$ cat config.mk
export PLATFORM = sky130hd
export DESIGN_NAME = sorted_unique_key_set
export DESIGN_NICKNAME = d
export VERILOG_FILES = /design/src/suks_pkg.sv /design/src/sorted_unique_key_set.sv /design/src/suks_ram.sv
export SDC_FILE = /design/constraint.sdc
export NUM_CORES = 1
export LEC_CHECK = 0
export ABC_AREA = 1
export BUFFER_PORTS_ARGS = -buffer_cell sky130_fd_sc_hd__buf_2
export CAP_MARGIN = 25
export CORE_MARGIN = 5
export CORE_UTILIZATION = 35
export CTS_CLUSTER_SIZE = 25
export DETAILED_ROUTE_END_ITERATION = 16
export GPL_TIMING_DRIVEN = 0
export PLACE_DENSITY = 0.54
export SLEW_MARGIN = 10
export SYNTH_ARGS = -nofsm -noshare
export SYNTH_HDL_FRONTEND = slang
export SYNTH_HIERARCHICAL = 1
export SYNTH_SLANG_ARGS = --single-unit
$ cat constraint.sdc
create_clock -name clock -period 4.7 [get_ports clock]
set_input_delay 1.175 -clock clock [delete_from_list [all_inputs] [get_ports clock]]
set_output_delay 1.175 -clock clock [all_outputs]
set_load 0.02 [all_outputs]
$ cat src/suks_pkg.sv
// ----------------------------------------------------------------------------
// suks_pkg
// Shared types and codes for the sorted unique key set.
// ----------------------------------------------------------------------------
package suks_pkg;

   localparam int OPCODE_WIDTH = 2;
   localparam int STATUS_WIDTH = 3;

   typedef enum logic [OPCODE_WIDTH-1:0] {
      OP_INSERT = 2'd0,
      OP_REMOVE = 2'd1,
      OP_LOOKUP = 2'd2,
      OP_LIST   = 2'd3
   } op_type;

   typedef enum logic [STATUS_WIDTH-1:0] {
      ST_OK        = 3'd0,
      ST_DUP       = 3'd1,
      ST_NOT_FOUND = 3'd2,
      ST_EMPTY     = 3'd3,
      ST_FULL      = 3'd4
   } status_type;

   typedef enum logic [2:0] {
      S_IDLE,
      S_SCAN,
      S_FIN,
      S_RESP,
      S_LIST_RD,
      S_LIST_DATA
   } state_type;

endpackage

$ cat src/sorted_unique_key_set.sv
// ----------------------------------------------------------------------------
// sorted_unique_key_set
// Ordered set of unique keys held in one RAM, with insert, remove, lookup
// and list.
//
// Usage:
//   req_* carries one command word: opcode and key. rsp_* returns result
//   words: status, key, count after the operation, and tlast on the final
//   word of a command. Insert, remove and lookup give one word; list gives
//   one word per held key in ascending order (one status-empty word when the
//   set is empty).
//   Each command walks the stored keys once through the RAM read port,
//   inserting or closing the gap on the fly through the write port; insert,
//   remove and lookup then pass through a finish state to the result, and list
//   reads each key in a read state, as RAM read data is registered, and sends it from a data state.
//   One command is handled at a time; req_tready is high while idle, and the
//   block takes the next command while its last result still sits in the
//   output register.
//   A stalled receiver holds the output register and the list walk waits.
//   Reset empties the set (count zero); the RAM itself is not cleared, as
//   entries at or above the count are never read.
// ----------------------------------------------------------------------------
module sorted_unique_key_set #(
   parameter int CAPACITY  = 64,
   parameter int KEY_WIDTH = 16
) (
   input  logic clock,
   input  logic reset,

   input  logic                                  req_tvalid,
   output logic                                  req_tready,
   // opcode, key
   input  logic [((suks_pkg::OPCODE_WIDTH + KEY_WIDTH + 7) / 8) * 8 - 1:0] req_tdata,

   output logic                                  rsp_tvalid,
   input  logic                                  rsp_tready,
   // status, key_out, count
   output logic [((suks_pkg::STATUS_WIDTH + KEY_WIDTH + $clog2(CAPACITY + 1) + 7) / 8) * 8
                 - 1:0]                          rsp_tdata,
   output logic                                  rsp_tlast
);

   localparam int IDX_W   = $clog2(CAPACITY);
   localparam int CNT_W   = $clog2(CAPACITY + 1);
   localparam int RSP_W   = ((suks_pkg::STATUS_WIDTH + KEY_WIDTH + CNT_W + 7) / 8) * 8;

   suks_pkg::state_type  state_ff, state_in;
   suks_pkg::op_type     op_ff, op_in;
   suks_pkg::status_type status_ff, status_in;
   logic [KEY_WIDTH-1:0] key_ff, key_in;
   logic [CNT_W-1:0]     cnt_ff, cnt_in;
   logic [CNT_W-1:0]     rd_idx_ff, rd_idx_in;
   logic [CNT_W-1:0]     didx_ff, didx_in;
   logic                 dvld_ff, dvld_in;
   logic                 found_ff, found_in;
   logic                 ins_ff, ins_in;
   logic [KEY_WIDTH-1:0] carry_ff, carry_in;

   logic                 rsp_valid_ff, rsp_valid_in;
   suks_pkg::status_type rsp_status_ff, rsp_status_in;
   logic [KEY_WIDTH-1:0] rsp_key_ff, rsp_key_in;
   logic [CNT_W-1:0]     rsp_count_ff, rsp_count_in;
   logic                 rsp_last_ff, rsp_last_in;

   logic                 ram_we;
   logic [IDX_W-1:0]     ram_waddr;
   logic [KEY_WIDTH-1:0] ram_wdata;
   logic                 ram_re;
   logic [IDX_W-1:0]     ram_raddr;
   logic [KEY_WIDTH-1:0] ram_rdata;

   logic                 out_free;
   logic                 full;
   logic [CNT_W-1:0]     didx_dec;
   logic [CNT_W-1:0]     cnt_dec;

   suks_ram #(
      .WIDTH(KEY_WIDTH),
      .DEPTH(CAPACITY)
   ) u_keys (
      .clock  (clock),
      .wr_en  (ram_we),
      .wr_addr(ram_waddr),
      .wr_data(ram_wdata),
      .rd_en  (ram_re),
      .rd_addr(ram_raddr),
      .rd_data(ram_rdata)
   );

   assign out_free   = !rsp_valid_ff || rsp_tready;
   assign full       = (cnt_ff == CNT_W'(CAPACITY));
   assign didx_dec   = didx_ff - CNT_W'(1);
   assign cnt_dec    = cnt_ff - CNT_W'(1);
   assign req_tready = (state_ff == suks_pkg::S_IDLE);

   assign rsp_tvalid = rsp_valid_ff;
   assign rsp_tlast  = rsp_last_ff;
   assign rsp_tdata  = RSP_W'({rsp_count_ff, rsp_key_ff, rsp_status_ff});

   always_ff @(posedge clock) begin
      if (reset) begin
         state_ff     <= suks_pkg::S_IDLE;
         cnt_ff       <= '0;
         dvld_ff      <= 1'b0;
         rsp_valid_ff <= 1'b0;
      end else begin
         state_ff     <= state_in;
         cnt_ff       <= cnt_in;
         dvld_ff      <= dvld_in;
         rsp_valid_ff <= rsp_valid_in;
      end
      op_ff         <= op_in;
      status_ff     <= status_in;
      key_ff        <= key_in;
      rd_idx_ff     <= rd_idx_in;
      didx_ff       <= didx_in;
      found_ff      <= found_in;
      ins_ff        <= ins_in;
      carry_ff      <= carry_in;
      rsp_status_ff <= rsp_status_in;
      rsp_key_ff    <= rsp_key_in;
      rsp_count_ff  <= rsp_count_in;
      rsp_last_ff   <= rsp_last_in;
   end

   always_comb begin
      state_in      = state_ff;
      op_in         = op_ff;
      status_in     = status_ff;
      key_in        = key_ff;
      cnt_in        = cnt_ff;
      rd_idx_in     = rd_idx_ff;
      didx_in       = didx_ff;
      dvld_in       = 1'b0;
      found_in      = found_ff;
      ins_in        = ins_ff;
      carry_in      = carry_ff;
      rsp_valid_in  = rsp_valid_ff && !rsp_tready;
      rsp_status_in = rsp_status_ff;
      rsp_key_in    = rsp_key_ff;
      rsp_count_in  = rsp_count_ff;
      rsp_last_in   = rsp_last_ff;
      ram_we        = 1'b0;
      ram_waddr     = didx_ff[IDX_W-1:0];
      ram_wdata     = carry_ff;
      ram_re        = 1'b0;
      ram_raddr     = rd_idx_ff[IDX_W-1:0];

      unique case (state_ff)
         suks_pkg::S_IDLE: begin
            if (req_tvalid) begin
               op_in     = suks_pkg::op_type'(req_tdata[suks_pkg::OPCODE_WIDTH-1:0]);
               key_in    = req_tdata[suks_pkg::OPCODE_WIDTH +: KEY_WIDTH];
               rd_idx_in = '0;
               found_in  = 1'b0;
               ins_in    = 1'b0;
               if (op_in != suks_pkg::OP_LIST) begin
                  state_in = suks_pkg::S_SCAN;
               end else if (cnt_ff == '0) begin
                  status_in = suks_pkg::ST_EMPTY;
                  state_in  = suks_pkg::S_RESP;
               end else begin
                  state_in = suks_pkg::S_LIST_RD;
               end
            end
         end

         suks_pkg::S_SCAN: begin
            // issue the next read while the previous entry is processed
            if (rd_idx_ff < cnt_ff) begin
               ram_re    = 1'b1;
               rd_idx_in = rd_idx_ff + CNT_W'(1);
               dvld_in   = 1'b1;
               didx_in   = rd_idx_ff;
            end else if (!dvld_ff) begin
               state_in = suks_pkg::S_FIN;
            end
            if (dvld_ff) begin
               unique case (op_ff)
                  suks_pkg::OP_INSERT: begin
                     if (ins_ff) begin
                        // ripple the displaced key up one place
                        ram_we    = 1'b1;
                        ram_waddr = didx_ff[IDX_W-1:0];
                        ram_wdata = carry_ff;
                        carry_in  = ram_rdata;
                     end else if (!found_ff) begin
                        if (ram_rdata == key_ff) begin
                           found_in = 1'b1;
                        end else if (ram_rdata > key_ff && !full) begin
                           ram_we    = 1'b1;
                           ram_waddr = didx_ff[IDX_W-1:0];
                           ram_wdata = key_ff;
                           carry_in  = ram_rdata;
                           ins_in    = 1'b1;
                        end
                     end
                  end
                  suks_pkg::OP_REMOVE: begin
                     if (found_ff) begin
                        // close the gap: move each later key down one place
                        ram_we    = 1'b1;
                        ram_waddr = didx_dec[IDX_W-1:0];
                        ram_wdata = ram_rdata;
                     end else if (ram_rdata == key_ff) begin
                        found_in = 1'b1;
                     end
                  end
                  default: begin
                     if (ram_rdata == key_ff) begin
                        found_in = 1'b1;
                     end
                  end
               endcase
            end
         end

         suks_pkg::S_FIN: begin
            state_in = suks_pkg::S_RESP;
            unique case (op_ff)
               suks_pkg::OP_INSERT: begin
                  if (found_ff) begin
                     status_in = suks_pkg::ST_DUP;
                  end else if (full) begin
                     status_in = suks_pkg::ST_FULL;
                  end else begin
                     // append the key, or the last displaced one
                     ram_we    = 1'b1;
                     ram_waddr = cnt_ff[IDX_W-1:0];
                     ram_wdata = ins_ff ? carry_ff : key_ff;
                     cnt_in    = cnt_ff + CNT_W'(1);
                     status_in = suks_pkg::ST_OK;
                  end
               end
               suks_pkg::OP_REMOVE: begin
                  if (cnt_ff == '0) begin
                     status_in = suks_pkg::ST_EMPTY;
                  end else if (!found_ff) begin
                     status_in = suks_pkg::ST_NOT_FOUND;
                  end else begin
                     cnt_in    = cnt_dec;
                     status_in = suks_pkg::ST_OK;
                  end
               end
               default: begin
                  if (cnt_ff == '0) begin
                     status_in = suks_pkg::ST_EMPTY;
                  end else if (found_ff) begin
                     status_in = suks_pkg::ST_OK;
                  end else begin
                     status_in = suks_pkg::ST_NOT_FOUND;
                  end
               end
            endcase
         end

         suks_pkg::S_RESP: begin
            if (out_free) begin
               rsp_valid_in  = 1'b1;
               rsp_status_in = status_ff;
               rsp_key_in    = key_ff;
               rsp_count_in  = cnt_ff;
               rsp_last_in   = 1'b1;
               state_in      = suks_pkg::S_IDLE;
            end
         end

         suks_pkg::S_LIST_RD: begin
            ram_re   = 1'b1;
            state_in = suks_pkg::S_LIST_DATA;
         end

         suks_pkg::S_LIST_DATA: begin
            // read data holds in the RAM output until the word is taken
            if (out_free) begin
               rsp_valid_in  = 1'b1;
               rsp_status_in = suks_pkg::ST_OK;
               rsp_key_in    = ram_rdata;
               rsp_count_in  = cnt_ff;
               rsp_last_in   = (rd_idx_ff == cnt_dec);
               if (rd_idx_ff == cnt_dec) begin
                  state_in = suks_pkg::S_IDLE;
               end else begin
                  rd_idx_in = rd_idx_ff + CNT_W'(1);
                  state_in  = suks_pkg::S_LIST_RD;
               end
            end
         end

         default: begin
            state_in = suks_pkg::S_IDLE;
         end
      endcase
   end

endmodule

$ cat src/suks_ram.sv
// ----------------------------------------------------------------------------
// suks_ram
// Generic single-write, single-read RAM with registered read data.
// ----------------------------------------------------------------------------
module suks_ram #(
   parameter int WIDTH = 16,
   parameter int DEPTH = 64
) (
   input  logic                     clock,
   input  logic                     wr_en,
   input  logic [$clog2(DEPTH)-1:0] wr_addr,
   input  logic [WIDTH-1:0]         wr_data,
   input  logic                     rd_en,
   input  logic [$clog2(DEPTH)-1:0] rd_addr,
   output logic [WIDTH-1:0]         rd_data
);

   logic [WIDTH-1:0] mem [DEPTH];
   logic [WIDTH-1:0] rd_data_ff;

   always_ff @(posedge clock) begin
      if (wr_en) begin
         mem[wr_addr] <= wr_data;
      end
      if (rd_en) begin
         rd_data_ff <= mem[rd_addr];
      end
   end

   assign rd_data = rd_data_ff;

endmodule
==> results.cfg <==
[outcome]
outcome = complete, no violations

[clocking]
root_buffer = clkbuf_16
cts.sinks = 1131
cts.clk_slew.worst_paths_ps = 60
clk_latency_ps = 720
cts_setup_buffers = 0
cts_resized = 0
ctsLongestPathBuffers = 3
htreeDepth = 3
cts_tree = yes
ctsHoldBuffers = 0
cts_buffers = 117

[global_routing]
track_usage = 0.2108
grt_overflow = 0
grt_pass1_wl_um = 223000
grt_max_degree = 65
grt_pass1_vias = 31480
antenna_found_initial = 5

[route]
drc = 0
routedWlPerCell_um = 24.56
wirelength_um = 156300
drt-vias-per-instance = 5.209
first_pass_iters = 5
vias = 33150
ant_nets = 0
drt_iter0_drc = 3645

[die]
fp.dieW_um = 380.2
die-area_um2 = 144500
top_level_ports = 63
start_util = 0.3532
die_height_um = 380.2
core_region_area_um2 = 135800
floorplan.rows = 135

[worst_hold_path]
whs_path_depth = 0
min_path_type = flip-flop to flip-flop
hold_start = cnt_ff[4]$_SDFFE_PP0P_
worstHoldEndpoint = rsp_count_ff[4]$_DFFE_PP_

[critical_path]
critPathLaunchType = flip-flop
required_ps = 5110
worstSetupEndpointType = flip-flop
worst-r2r-setup-slack_ps = 340
crit_slowest_cell = nor2_2
r2r_start = u_keys/rd_data[13]$_DFFE_PP_
r2r_cells = 16
worstPathCellList = ha_1, nand2_1, nor2_1, nand2_1, clkinv_1, nand2_1, nand2_2, clkbuf_1, nand2_1, o21ai_1, nand3_1, nand3_1, clkbuf_2, nand2_1, nor2_2, buf_6
crit_family = simple AND/OR/NAND/NOR gates
crit_fanout = 10
slowest_delay_ps = 670
crit_top_cell = nand2_1
rr_endpoint = u_keys/mem[9][6]$_DFFE_PP_
path_class = flip-flop to flip-flop
cp.arrival_ps = 4760
worst-path-buf-inv = 4

[timing]
drv_slew = 0
rsz0062_at_grt = no
worst_slew_pin_slew_ps = 1035
fin_crit_sh = 0.9271
max_slew_margin = 0.3103
setup_viol = 0
fmax_ghz = 0.2295
holdWs_ps = 432.4
final_hold_viol_count = 0
post-route-min-period_ps = 4357
tns_ps = 0
skew_ps = 30.30

[power_and_ir_drop]
p_switching_mw = 14.95
power_frac_comb = 0.399
vdd_drop_max_v = 0.0003599
powerDensity_nw_per_um2 = 647.0
swShare = 0.4141
seqPwrFrac = 0.358
intPower_mw = 21.15
leakage_nw = 20.58
clkPwrFrac = 0.243

[logic_synthesis]
synth_flop_cell = edfxtp_1
synth-seq-cells = 1131
synth-edff-count = 1119
ys_seq_area_frac = 0.7056
synth_cell_types = 47
synth.avg_cell_area_um2 = 11.35
yosysMostFrequentCell = nand2_1
yosysTopAreaCell = edfxtp_1
netlist_instances = 4225
synth_common_cells = nand2_1, edfxtp_1, nand3_1
async_flop_share = 0
synth_area_leaders = edfxtp_1, nand2_1, nand3_1, buf_2, buf_6
synth_top_area_frac = 0.7006
syn_area_um2 = 47960
yosysWarnings = 6

[cells_and_area]
final_core_util = 0.4109
synthToLayoutAreaGrowth_pct = 16.34
drive_above_1_share = 0.1352
fin_nets = 4540
layout.cells.non_filler = 6363

[placement]
dpl.hpwl_um = 110100
place.gp.congestion = 0.9312
place_inst = 6145
io_buffers = 49

[job]
maxCapViolCount = 0
==> flip-flops by register name, summed over array words and instances (netlist names) <==
| register | count |
|---|---|
| u_keys/rd_data | 16 |
| rsp_tvalid | 1 |
| rd_idx_ff | 7 |
| found_ff | 1 |
| rsp_status_ff | 3 |
| key_ff | 16 |
| cnt_ff | 7 |
| state_ff | 3 |
| didx_ff | 6 |
| ins_ff | 1 |
| carry_ff | 16 |
| rsp_count_ff | 7 |
| op_ff | 2 |
| rsp_key_ff | 16 |
| dvld_ff | 1 |
| rsp_tlast | 1 |
| status_ff | 3 |
| u_keys/mem | 1024 |
==> stage by stage <==
stage / cell area, µm² / power (mW) / setup WS [ps]
finish: 55800 / 36.10 / 342.6
global route: 55790 / 37.66 / 56.79
CTS: 55760 / 36.06 / 125.1
detailed placement: 52200 / 27.32 / 140.0
global placement: 50450 / 26.99 / -1462
floorplan: 47980 / 20.86 / 809.3
==> power groups by stage <==
stage,clock network (mW),registers (mW),logic [mW]
6_report,8.76,12.9,14.4
5_1_grt,9.34,13.0,15.4
4_1_cts,8.91,12.9,14.2
3_5_place_dp,0,13.1,14.2
3_3_place_gp,0,13.5,13.5
2_1_floorplan,0,13.2,7.69
==> how the worst max path moves through the flow <==
stage               slack (ps)  depth (start not counted)                          from                      endpoint
finish                     340                         16  u_keys/rd_data[13]$_DFFE_PP_    u_keys/mem[9][6]$_DFFE_PP_
global route                60                         17          key_ff[15]$_DFFE_PP_  u_keys/mem[17][15]$_DFFE_PP_
CTS                        130                         18          key_ff[15]$_DFFE_PP_   u_keys/mem[61][7]$_DFFE_PP_
detailed placement         140                         18          key_ff[15]$_DFFE_PP_  u_keys/mem[61][15]$_DFFE_PP_
global placement         -1460                         15  u_keys/rd_data[13]$_DFFE_PP_  u_keys/mem[61][15]$_DFFE_PP_
floorplan                  810                         15  u_keys/rd_data[15]$_DFFE_PP_   u_keys/mem[48][0]$_DFFE_PP_
==> cells in the final DEF, fill, tap and decap left out, drive strengths merged, types with 2 or more instances in the layout <==
master / count
nor3: 25
conb: 6
o221ai: 4
bufinv: 4
nand2: 1523
o21ai: 45
nand3: 900
ha: 27
o22ai: 3
a211oi: 4
buf: 355
edfxtp: 1119
clkinv: 55
a31oi: 3
diode: 2
clkbuf: 180
dfxtp: 12
a21oi: 27
a22oi: 16
inv: 123
nor2: 109
clkinvlp: 3
xor2: 8
nand4: 20
==> layer usage <==
metal / routed length, µm / part of all wire / vias to the layer above / track usage
met3: 12870 / 0.082 / 280 / 0.03506
met4: 6280 / 0.040 / 2 / 0.08204
met1: 65450 / 0.42 / 16130 / 0.2883
met2: 71680 / 0.46 / 1449 / 0.3377
li1: - / - / 15290 / -
met5: 13 / 0.000083 / - / 0
==> cell type report <==
type / instances / area (µm²)
clock buffers: 150 / 3102
clock inverters: 64 / 460.4
inverters: 121 / 461.7
multi-input cells: 2729 / 12420
well taps: 1781 / 2228
diodes: 2 / 5.005
flip-flops and latches: 1131 / 33840
plain buffers: 249 / 1577
repair buffers: 136 / 1704
fillers: 12900 / 80010
==> cells by family after synthesis <==
kind of cell	after synthesis	synth area share
other	1	0.00007819
AOI/OAI and AO/OA	107	0.01328
buffers and inverters	370	0.04247
DFF	1131	0.7056
xor gates and xnor gates	9	0.001644
and+or+nand+nor	2580	0.2298
adders and majority gates	27	0.007044
Power figures use the tool's default switching activity.
